### src/sv/http_request_head_parser_top_defines.svh
// ----------------------------------------------------------------------------
// http request head parser assertion macros
// shared concurrent assertion forms, clocked on clk_i with reset gating
// ----------------------------------------------------------------------------
`ifndef HTTP_REQUEST_HEAD_PARSER_TOP_DEFINES_SVH
`define HTTP_REQUEST_HEAD_PARSER_TOP_DEFINES_SVH

// property checked on every rising clock edge outside reset
`define HRHP_ASSERT(label, prop) \
  label: assert property (@(posedge clk_i) disable iff (!rst_ni) prop) \
    else $error("hrhp assertion failed");

// check on a registered result that is currently presented
`define HRHP_ASSERT_OUT(label, cond, prop) \
  label: assert property (@(posedge clk_i) disable iff (!rst_ni) \
    (out_valid_q && (cond)) |-> (prop)) else $error("hrhp result check failed");

`endif

### src/sv/hrhp_pkg.sv
`timescale 1ns / 1ps
// ----------------------------------------------------------------------------
// hrhp_pkg
// types, codes and constants of the http request head parser
// ----------------------------------------------------------------------------
package hrhp_pkg;

  // widths of fields and registers
  localparam int unsigned ByteW   = 8;
  localparam int unsigned MLimitW = 4;
  localparam int unsigned LimitW  = 11;
  localparam int unsigned KeyCntW = 3;

  // register reset values
  localparam logic [MLimitW-1:0] METHOD_LIMIT_RST = 4'd4;
  localparam logic [LimitW-1:0]  LIMIT_RST        = 11'd1024;

  // configuration register indexes
  localparam logic [1:0] CFG_METHOD_LIMIT = 2'd0;
  localparam logic [1:0] CFG_URL_LIMIT    = 2'd1;
  localparam logic [1:0] CFG_HOST_LIMIT   = 2'd2;

  // field ids
  localparam logic [1:0] FID_NONE   = 2'd0;
  localparam logic [1:0] FID_METHOD = 2'd1;
  localparam logic [1:0] FID_URL    = 2'd2;
  localparam logic [1:0] FID_HOST   = 2'd3;

  // parse status codes
  localparam logic [1:0] ST_BUSY = 2'd0;
  localparam logic [1:0] ST_OK   = 2'd1;
  localparam logic [1:0] ST_ERR  = 2'd2;

  // characters
  localparam logic [ByteW-1:0] CH_SP    = 8'h20;
  localparam logic [ByteW-1:0] CH_COLON = 8'h3A;
  localparam logic [ByteW-1:0] CH_CR    = 8'h0D;
  localparam logic [ByteW-1:0] CH_LF    = 8'h0A;

  // full key length that can match
  localparam logic [KeyCntW-1:0] KEY_LEN = 3'd4;

  // parser phases
  typedef enum logic [2:0] {
    PH_METHOD  = 3'd0,
    PH_URL     = 3'd1,
    PH_LINE    = 3'd2,
    PH_LINE_CR = 3'd3,
    PH_KEY     = 3'd4,
    PH_SKIP    = 3'd5,
    PH_HOST    = 3'd6
  } phase_e;

  // characters of the expected header key
  function automatic logic [ByteW-1:0] host_char(input logic [1:0] idx);
    logic [ByteW-1:0] ch;
    unique case (idx)
      2'd0: ch = 8'h48;
      2'd1: ch = 8'h6F;
      2'd2: ch = 8'h73;
      2'd3: ch = 8'h74;
      default: ch = 8'h48;
    endcase
    return ch;
  endfunction

endpackage

### src/sv/http_request_head_parser_top.sv
`timescale 1ns / 1ps
// ----------------------------------------------------------------------------
// http_request_head_parser_top
// byte-wide parser of an http request head: method, url, host key and value
// ----------------------------------------------------------------------------
// Every accepted request (one byte or an end-of-input mark) gives exactly one
// result, in the cycle after acceptance. A request is taken in every cycle in
// which the result register is empty or its result is taken in that same
// cycle, so the parser sustains one byte per clock; the only limit is the
// single result register and the ready of the downstream side. Limits are
// written through the configuration channel, which is always ready; the user
// must write them only while no request is in flight: the block does not enforce it.
`include "http_request_head_parser_top_defines.svh"

module http_request_head_parser_top
  import hrhp_pkg::*;
(
  input  logic              clk_i,
  input  logic              rst_ni,
  // request channel
  input  logic              in_valid_i,
  output logic              in_ready_o,
  input  logic [ByteW-1:0]  in_byte_i,
  input  logic              end_of_input_i,
  // result channel
  output logic              out_valid_o,
  input  logic              out_ready_i,
  output logic [1:0]        field_id_o,
  output logic [ByteW-1:0]  out_byte_o,
  output logic              byte_valid_o,
  output logic              field_end_o,
  output logic [1:0]        parse_status_o,
  // configuration channel
  input  logic              cfg_valid_i,
  output logic              cfg_ready_o,
  input  logic [1:0]        cfg_index_i,
  input  logic [LimitW-1:0] cfg_data_i
);

  // configuration registers
  logic [MLimitW-1:0] method_limit_q;
  logic [LimitW-1:0]  url_limit_q;
  logic [LimitW-1:0]  host_limit_q;

  // parser state
  phase_e             phase_q, phase_d;
  logic [LimitW-1:0]  field_count_q, field_count_d;
  logic [KeyCntW-1:0] key_count_q, key_count_d;
  logic               key_matches_q, key_matches_d;

  // result register
  logic               out_valid_q;
  logic [1:0]         field_id_q, field_id_d;
  logic [ByteW-1:0]   out_byte_q, out_byte_d;
  logic               byte_valid_q, byte_valid_d;
  logic               field_end_q, field_end_d;
  logic [1:0]         status_q, status_d;

  // field selection shared by the stored fields
  logic [ByteW-1:0]   term_char;
  logic [LimitW-1:0]  cur_limit;
  logic               is_term;
  logic               below_limit;
  logic               key_ok;
  logic               in_fire;

  assign in_ready_o  = !out_valid_q || out_ready_i;
  assign in_fire     = in_valid_i && in_ready_o;
  assign cfg_ready_o = 1'b1;

  // terminator and limit of the current field
  always_comb begin
    term_char = CH_SP;
    cur_limit = url_limit_q;
    unique case (phase_q)
      PH_METHOD: cur_limit = LimitW'(method_limit_q);
      PH_HOST: begin
        term_char = CH_CR;
        cur_limit = host_limit_q;
      end
      default: cur_limit = url_limit_q;
    endcase
  end

  assign is_term     = (in_byte_i == term_char);
  assign below_limit = (field_count_q < cur_limit);
  assign key_ok      = (key_count_q == KEY_LEN) && key_matches_q;

  // result of the current request
  always_comb begin
    field_id_d   = FID_NONE;
    out_byte_d   = '0;
    byte_valid_d = 1'b0;
    field_end_d  = 1'b0;
    status_d     = ST_BUSY;
    if (end_of_input_i) begin
      status_d = ST_ERR;
    end else begin
      unique case (phase_q)
        PH_METHOD, PH_URL, PH_HOST: begin
          if (phase_q == PH_METHOD) begin
            field_id_d = FID_METHOD;
          end else if (phase_q == PH_URL) begin
            field_id_d = FID_URL;
          end else begin
            field_id_d = FID_HOST;
          end
          if (is_term) begin
            field_end_d = 1'b1;
            if (phase_q == PH_HOST) begin
              status_d = key_ok ? ST_OK : ST_ERR;
            end
          end else if (below_limit) begin
            out_byte_d   = in_byte_i;
            byte_valid_d = 1'b1;
          end
        end
        default: ;
      endcase
    end
  end

  // next parser state
  always_comb begin
    phase_d       = phase_q;
    field_count_d = field_count_q;
    key_count_d   = key_count_q;
    key_matches_d = key_matches_q;
    if (end_of_input_i) begin
      phase_d       = PH_METHOD;
      field_count_d = '0;
      key_count_d   = '0;
      key_matches_d = 1'b1;
    end else begin
      unique case (phase_q)
        PH_METHOD, PH_URL: begin
          if (is_term) begin
            field_count_d = '0;
            phase_d       = (phase_q == PH_METHOD) ? PH_URL : PH_LINE;
          end else if (below_limit) begin
            field_count_d = field_count_q + LimitW'(1);
          end
        end
        PH_LINE: begin
          if (in_byte_i == CH_CR) begin
            phase_d = PH_LINE_CR;
          end
        end
        PH_LINE_CR: begin
          if (in_byte_i == CH_LF) begin
            phase_d = PH_KEY;
          end else if (in_byte_i != CH_CR) begin
            phase_d = PH_LINE;
          end
        end
        PH_KEY: begin
          if (in_byte_i == CH_COLON) begin
            phase_d = PH_SKIP;
          end else if (key_count_q < KEY_LEN) begin
            if (in_byte_i != host_char(key_count_q[1:0])) begin
              key_matches_d = 1'b0;
            end
            key_count_d = key_count_q + KeyCntW'(1);
          end
        end
        PH_SKIP: begin
          phase_d       = PH_HOST;
          field_count_d = '0;
        end
        PH_HOST: begin
          if (is_term) begin
            phase_d       = PH_METHOD;
            field_count_d = '0;
            key_count_d   = '0;
            key_matches_d = 1'b1;
          end else if (below_limit) begin
            field_count_d = field_count_q + LimitW'(1);
          end
        end
        default: begin
          phase_d       = PH_METHOD;
          field_count_d = '0;
          key_count_d   = '0;
          key_matches_d = 1'b1;
        end
      endcase
    end
  end

  // configuration registers
  always_ff @(posedge clk_i or negedge rst_ni) begin
    if (!rst_ni) begin
      method_limit_q <= METHOD_LIMIT_RST;
      url_limit_q    <= LIMIT_RST;
      host_limit_q   <= LIMIT_RST;
    end else if (cfg_valid_i) begin
      unique case (cfg_index_i)
        CFG_METHOD_LIMIT: method_limit_q <= cfg_data_i[MLimitW-1:0];
        CFG_URL_LIMIT:    url_limit_q    <= cfg_data_i;
        CFG_HOST_LIMIT:   host_limit_q   <= cfg_data_i;
        default: ;
      endcase
    end
  end

  // parser state registers
  always_ff @(posedge clk_i or negedge rst_ni) begin
    if (!rst_ni) begin
      phase_q       <= PH_METHOD;
      field_count_q <= '0;
      key_count_q   <= '0;
      key_matches_q <= 1'b1;
    end else if (in_fire) begin
      phase_q       <= phase_d;
      field_count_q <= field_count_d;
      key_count_q   <= key_count_d;
      key_matches_q <= key_matches_d;
    end
  end

  // result valid
  always_ff @(posedge clk_i or negedge rst_ni) begin
    if (!rst_ni) begin
      out_valid_q <= 1'b0;
    end else if (in_ready_o) begin
      out_valid_q <= in_valid_i;
    end
  end

  // result payload
  always_ff @(posedge clk_i) begin
    if (in_fire) begin
      field_id_q   <= field_id_d;
      out_byte_q   <= out_byte_d;
      byte_valid_q <= byte_valid_d;
      field_end_q  <= field_end_d;
      status_q     <= status_d;
    end
  end

  assign out_valid_o    = out_valid_q;
  assign field_id_o     = field_id_q;
  assign out_byte_o     = out_byte_q;
  assign byte_valid_o   = byte_valid_q;
  assign field_end_o    = field_end_q;
  assign parse_status_o = status_q;

  // checks
  `HRHP_ASSERT(a_key_count_range, key_count_q <= KEY_LEN)
  `HRHP_ASSERT(a_eoi_restarts,
    (in_fire && end_of_input_i) |=> (phase_q == PH_METHOD && key_count_q == '0))
  `HRHP_ASSERT_OUT(a_byte_has_field, byte_valid_q, field_id_q != FID_NONE && !field_end_q)
  `HRHP_ASSERT_OUT(a_ok_ends_host, status_q == ST_OK,
    field_end_q && field_id_q == FID_HOST)
  `HRHP_ASSERT_OUT(a_host_end_done, field_end_q && field_id_q == FID_HOST,
    status_q != ST_BUSY)

endmodule

### config.mk
export PLATFORM = sky130hd
export DESIGN_NAME = http_request_head_parser_top
export DESIGN_NICKNAME = d
export VERILOG_FILES = /design/src/sv/hrhp_pkg.sv /design/src/sv/http_request_head_parser_top.sv
export VERILOG_INCLUDE_DIRS = /design/src /design/src/sv
export SDC_FILE = /design/constraint.sdc
export NUM_CORES = 1
export LEC_CHECK = 0
export BUFFER_PORTS_ARGS = -buffer_cell sky130_fd_sc_hd__buf_2
export CAP_MARGIN = 20
export CELL_PAD_IN_SITES_DETAIL_PLACEMENT = 1
export CELL_PAD_IN_SITES_GLOBAL_PLACEMENT = 1
export CORE_ASPECT_RATIO = 0.6
export CORE_UTILIZATION = 49
export CTS_CLUSTER_DIAMETER = 60
export DETAILED_ROUTE_END_ITERATION = 10
export GPL_ROUTABILITY_DRIVEN = 0
export PLACE_DENSITY_LB_ADDON = 0.1
export REMOVE_ABC_BUFFERS = 1
export SLEW_MARGIN = 20
export SYNTH_ARGS = -nofsm -noshare
export SYNTH_HDL_FRONTEND = slang
export SYNTH_SLANG_ARGS = --single-unit
### constraint.sdc
create_clock -name clk_i -period 6.5 [get_ports clk_i]
set_input_delay 1.3 -clock clk_i [delete_from_list [all_inputs] [get_ports clk_i]]
set_output_delay 1.3 -clock clk_i [all_outputs]
set_load 0.1 [all_outputs]
==> flow_summary.yaml <==
clocking:
  clockBufferDepth: 2
  numCtsBuffers: 9
  postCtsHoldBufs: 0
  cts_tree: "yes"
  cts-resized-gates: 0
  cts-root-buf: "clkbuf_16"
  cts_num_sinks: 59
  clk_latency_ns: 0.34
  cts_setup_buffers: 0
  clkTransAtPathRegs_ns: 0.05
  cts-htree-levels: 3
floorplan:
  core_region_area_um2: 6760
  io-pin-count: 44
  fp-row-count: 23
  die_w_um: 111
  initial_utilization_pct: 51.4
  die_h_um: 67.2
  die_area_um2: 7440
grt:
  grt_max_degree: 46
  gr-total-overflow: 0
  antenna_found_initial: 0
  track_usage_pct: 28.2
  grt_pass1_vias: 2895
  grt_pass1_wl_mm: 15.6
worst_setup_path:
  cp.arrival_ns: 4.43
  end_kind: "register"
  start_kind: "register"
  critical_path.max_fanout: 27
  crit_required_ns: 6.70
  timing_worst_setup_path_type: "register to register"
sta:
  drv_slew: 0
  clock.fmax_mhz: 237
  finClkSkew_ns: 0.00452
  whs_ns: 0.506
  hold_viol: 0
  tightest_slew_ns: 0.794
  fin_crit_sh_pct: 65.0
  relSlewSlack_pct: 47.1
  fin_crit_ns: 4.23
  setup_violations: 0
  setup_ws_ns: 2.27
  setup-tns-final_ns: 0
  rsz0062_at_grt: "false"
hold_path:
  holdCritPathClass: "register to register"
detailed_routing:
  wirelength_mm: 9.72
  postRouteAntennaNets: 0
  drtIter0Drc: 152
  wire_per_inst_um: 20.6
  dr.pass1.iters: 4
  vias: 2897
  routed_via_density: 6.12
  drc: 0
logic_synthesis:
  synthCells: 344
  synth_edf_count: 14
  synth.avg_cell_area_um2: 10.1
  synth_area_leaders: "dfrtp_1 (30%), edfxtp_1 (12%), mux2_2 (8.8%)"
  yosysWarnings: 0
  syn_area_um2: 3470
  synth_top_area_share_pct: 29.5
  synth.lib_cells_used.distinct: 60
  yosys.area.top_type: "dfrtp_1"
  ys_seq_area_share_pct: 44.7
  yosys_most_used_dff: "dfrtp_1"
  synthArstFlopShare_pct: 76.3
  ys_seq_elements: 59
outcome:
  status: "finished, final reports clean"
flow_run:
  cap_viol_max_count: 0
place:
  io_buffer_count: 42
  place_worst_setup_slack_ns: 2.29
  dpl.cell_count: 457
  dp_hpwl_mm: 6.96
finish:
  drive_gt1_share_pct: 25.4
  final_cell_mix: "dfrtp_1 (41), buf_2 (41), nand2_1 (35)"
  instances_no_fill: 473
  antenna_cells: 0
  nets: 423
  seq_area_um2: 1550
  syn_to_final_growth_pct: 15.7
  fillers: 758
  multi_input_area_um2: 1780
pwr:
  p_leak_nw: 1.71
  cellPowerDensity_nw_per_um2: 402
  vdd_ir_drop_max_v: 0.000246
stage by stage:
stage                     power, mW  util [%]  area (um2)
final                          1.61      59.4        4020
after global routing           1.70      59.4        4020
after detailed placement       1.12      54.9        3710
after global placement         1.09      54.9        3710
after floorplan               0.954         -        3390
after CTS                      1.62      59.4        4020
worst max-delay path: stages (launching register included):
cell and delay (ns):
dfrtp_1 0.85, nor2b_1 0.69, nand2_1 0.11, o21ai_0 0.10
nand2_1 0.08, o21ai_0 0.12, a21oi_1 0.07, ha_1 0.33
a211oi_1 0.25, o211ai_1 0.12, nor3_1 0.25, o211ai_2 0.37
nor2_1 0.54, and2_1 0.22
registers in the layout, indices dropped and copies added (netlist names):
register / flops
field_end_o: 1
out_byte_o: 8
key_count_q: 3
key_matches_q: 1
method_limit_q: 4
out_valid_o: 1
host_limit_q: 11
url_limit_q: 11
phase_q: 3
field_id_o: 2
byte_valid_o: 1
field_count_q: 11
parse_status_o: 2
final cells by class:
class | count | area share (%)
multi-input combinational | 252 | 44.2
sequential | 59 | 38.6
clock buffer | 12 | 6.38
timing repair buffer | 42 | 5.29
tap | 87 | 2.71
inverter | 17 | 1.59
clock inverter | 4 | 1.21
where the power goes:
| group | internal, mW | switching [mW] |
|---|---|---|
| Combinational | 0.191 | 0.361 |
| Sequential | 0.462 | 0.116 |
| Clock | 0.316 | 0.168 |
metal layers:
layer / vias up / GRT usage, % / routed length [um]
met5: - / 0 / 0
met2: 71 / 43.4 / 4290
li1: 1336 / - / -
met3: 16 / 7.09 / 436
met4: 0 / 12.0 / 155
met1: 1474 / 38.3 / 4840
logic make-up (layout without fill, tap and decap cells):
logic type	Yosys count	after routing	share of synthesized area, %
simple gates	126	126	20.2
xor+xnor	3	3	0.757
compound gates	79	79	15.6
other cells	1	1	0.108
fa+ha+maj	15	15	5.40
flops	59	59	44.7
buf+inv	33	75	4.21
mux	28	28	9.04
synthesized netlist by cell type (all sizes together) (5+ instances only):
| master | count |
|---|---|
| inv | 17 |
| o21ai | 25 |
| and3 | 8 |
| nand2b | 7 |
| nor3 | 8 |
| nand3b | 5 |
| a21oi | 12 |
| o211ai | 9 |
| clkbuf | 9 |
| mux2 | 27 |
| buf | 7 |
| nand3 | 13 |
| edfxtp | 14 |
| ha | 15 |
| dfrtp | 41 |
| nor2 | 14 |
| and2 | 10 |
| nand2 | 36 |
| a22oi | 12 |
worst paths after layout:
check | start | depth (start not counted) | slack (ns) | to
min in group asynchronous | rst_ni | 1 | 0.97 | method_limit_q[0]
hold reg to reg | host_limit_q[5] | 1 | 0.51 | host_limit_q[5]
max in group asynchronous | rst_ni | 1 | 5.11 | key_count_q[2]
hold / removal | host_limit_q[5] | 1 | 0.51 | host_limit_q[5]
setup reg to reg | phase_q[1] | 13 | 2.27 | out_byte_o[0]
setup / recovery | phase_q[1] | 13 | 2.27 | out_byte_o[0]
Power figures use the tool's default switching activity.
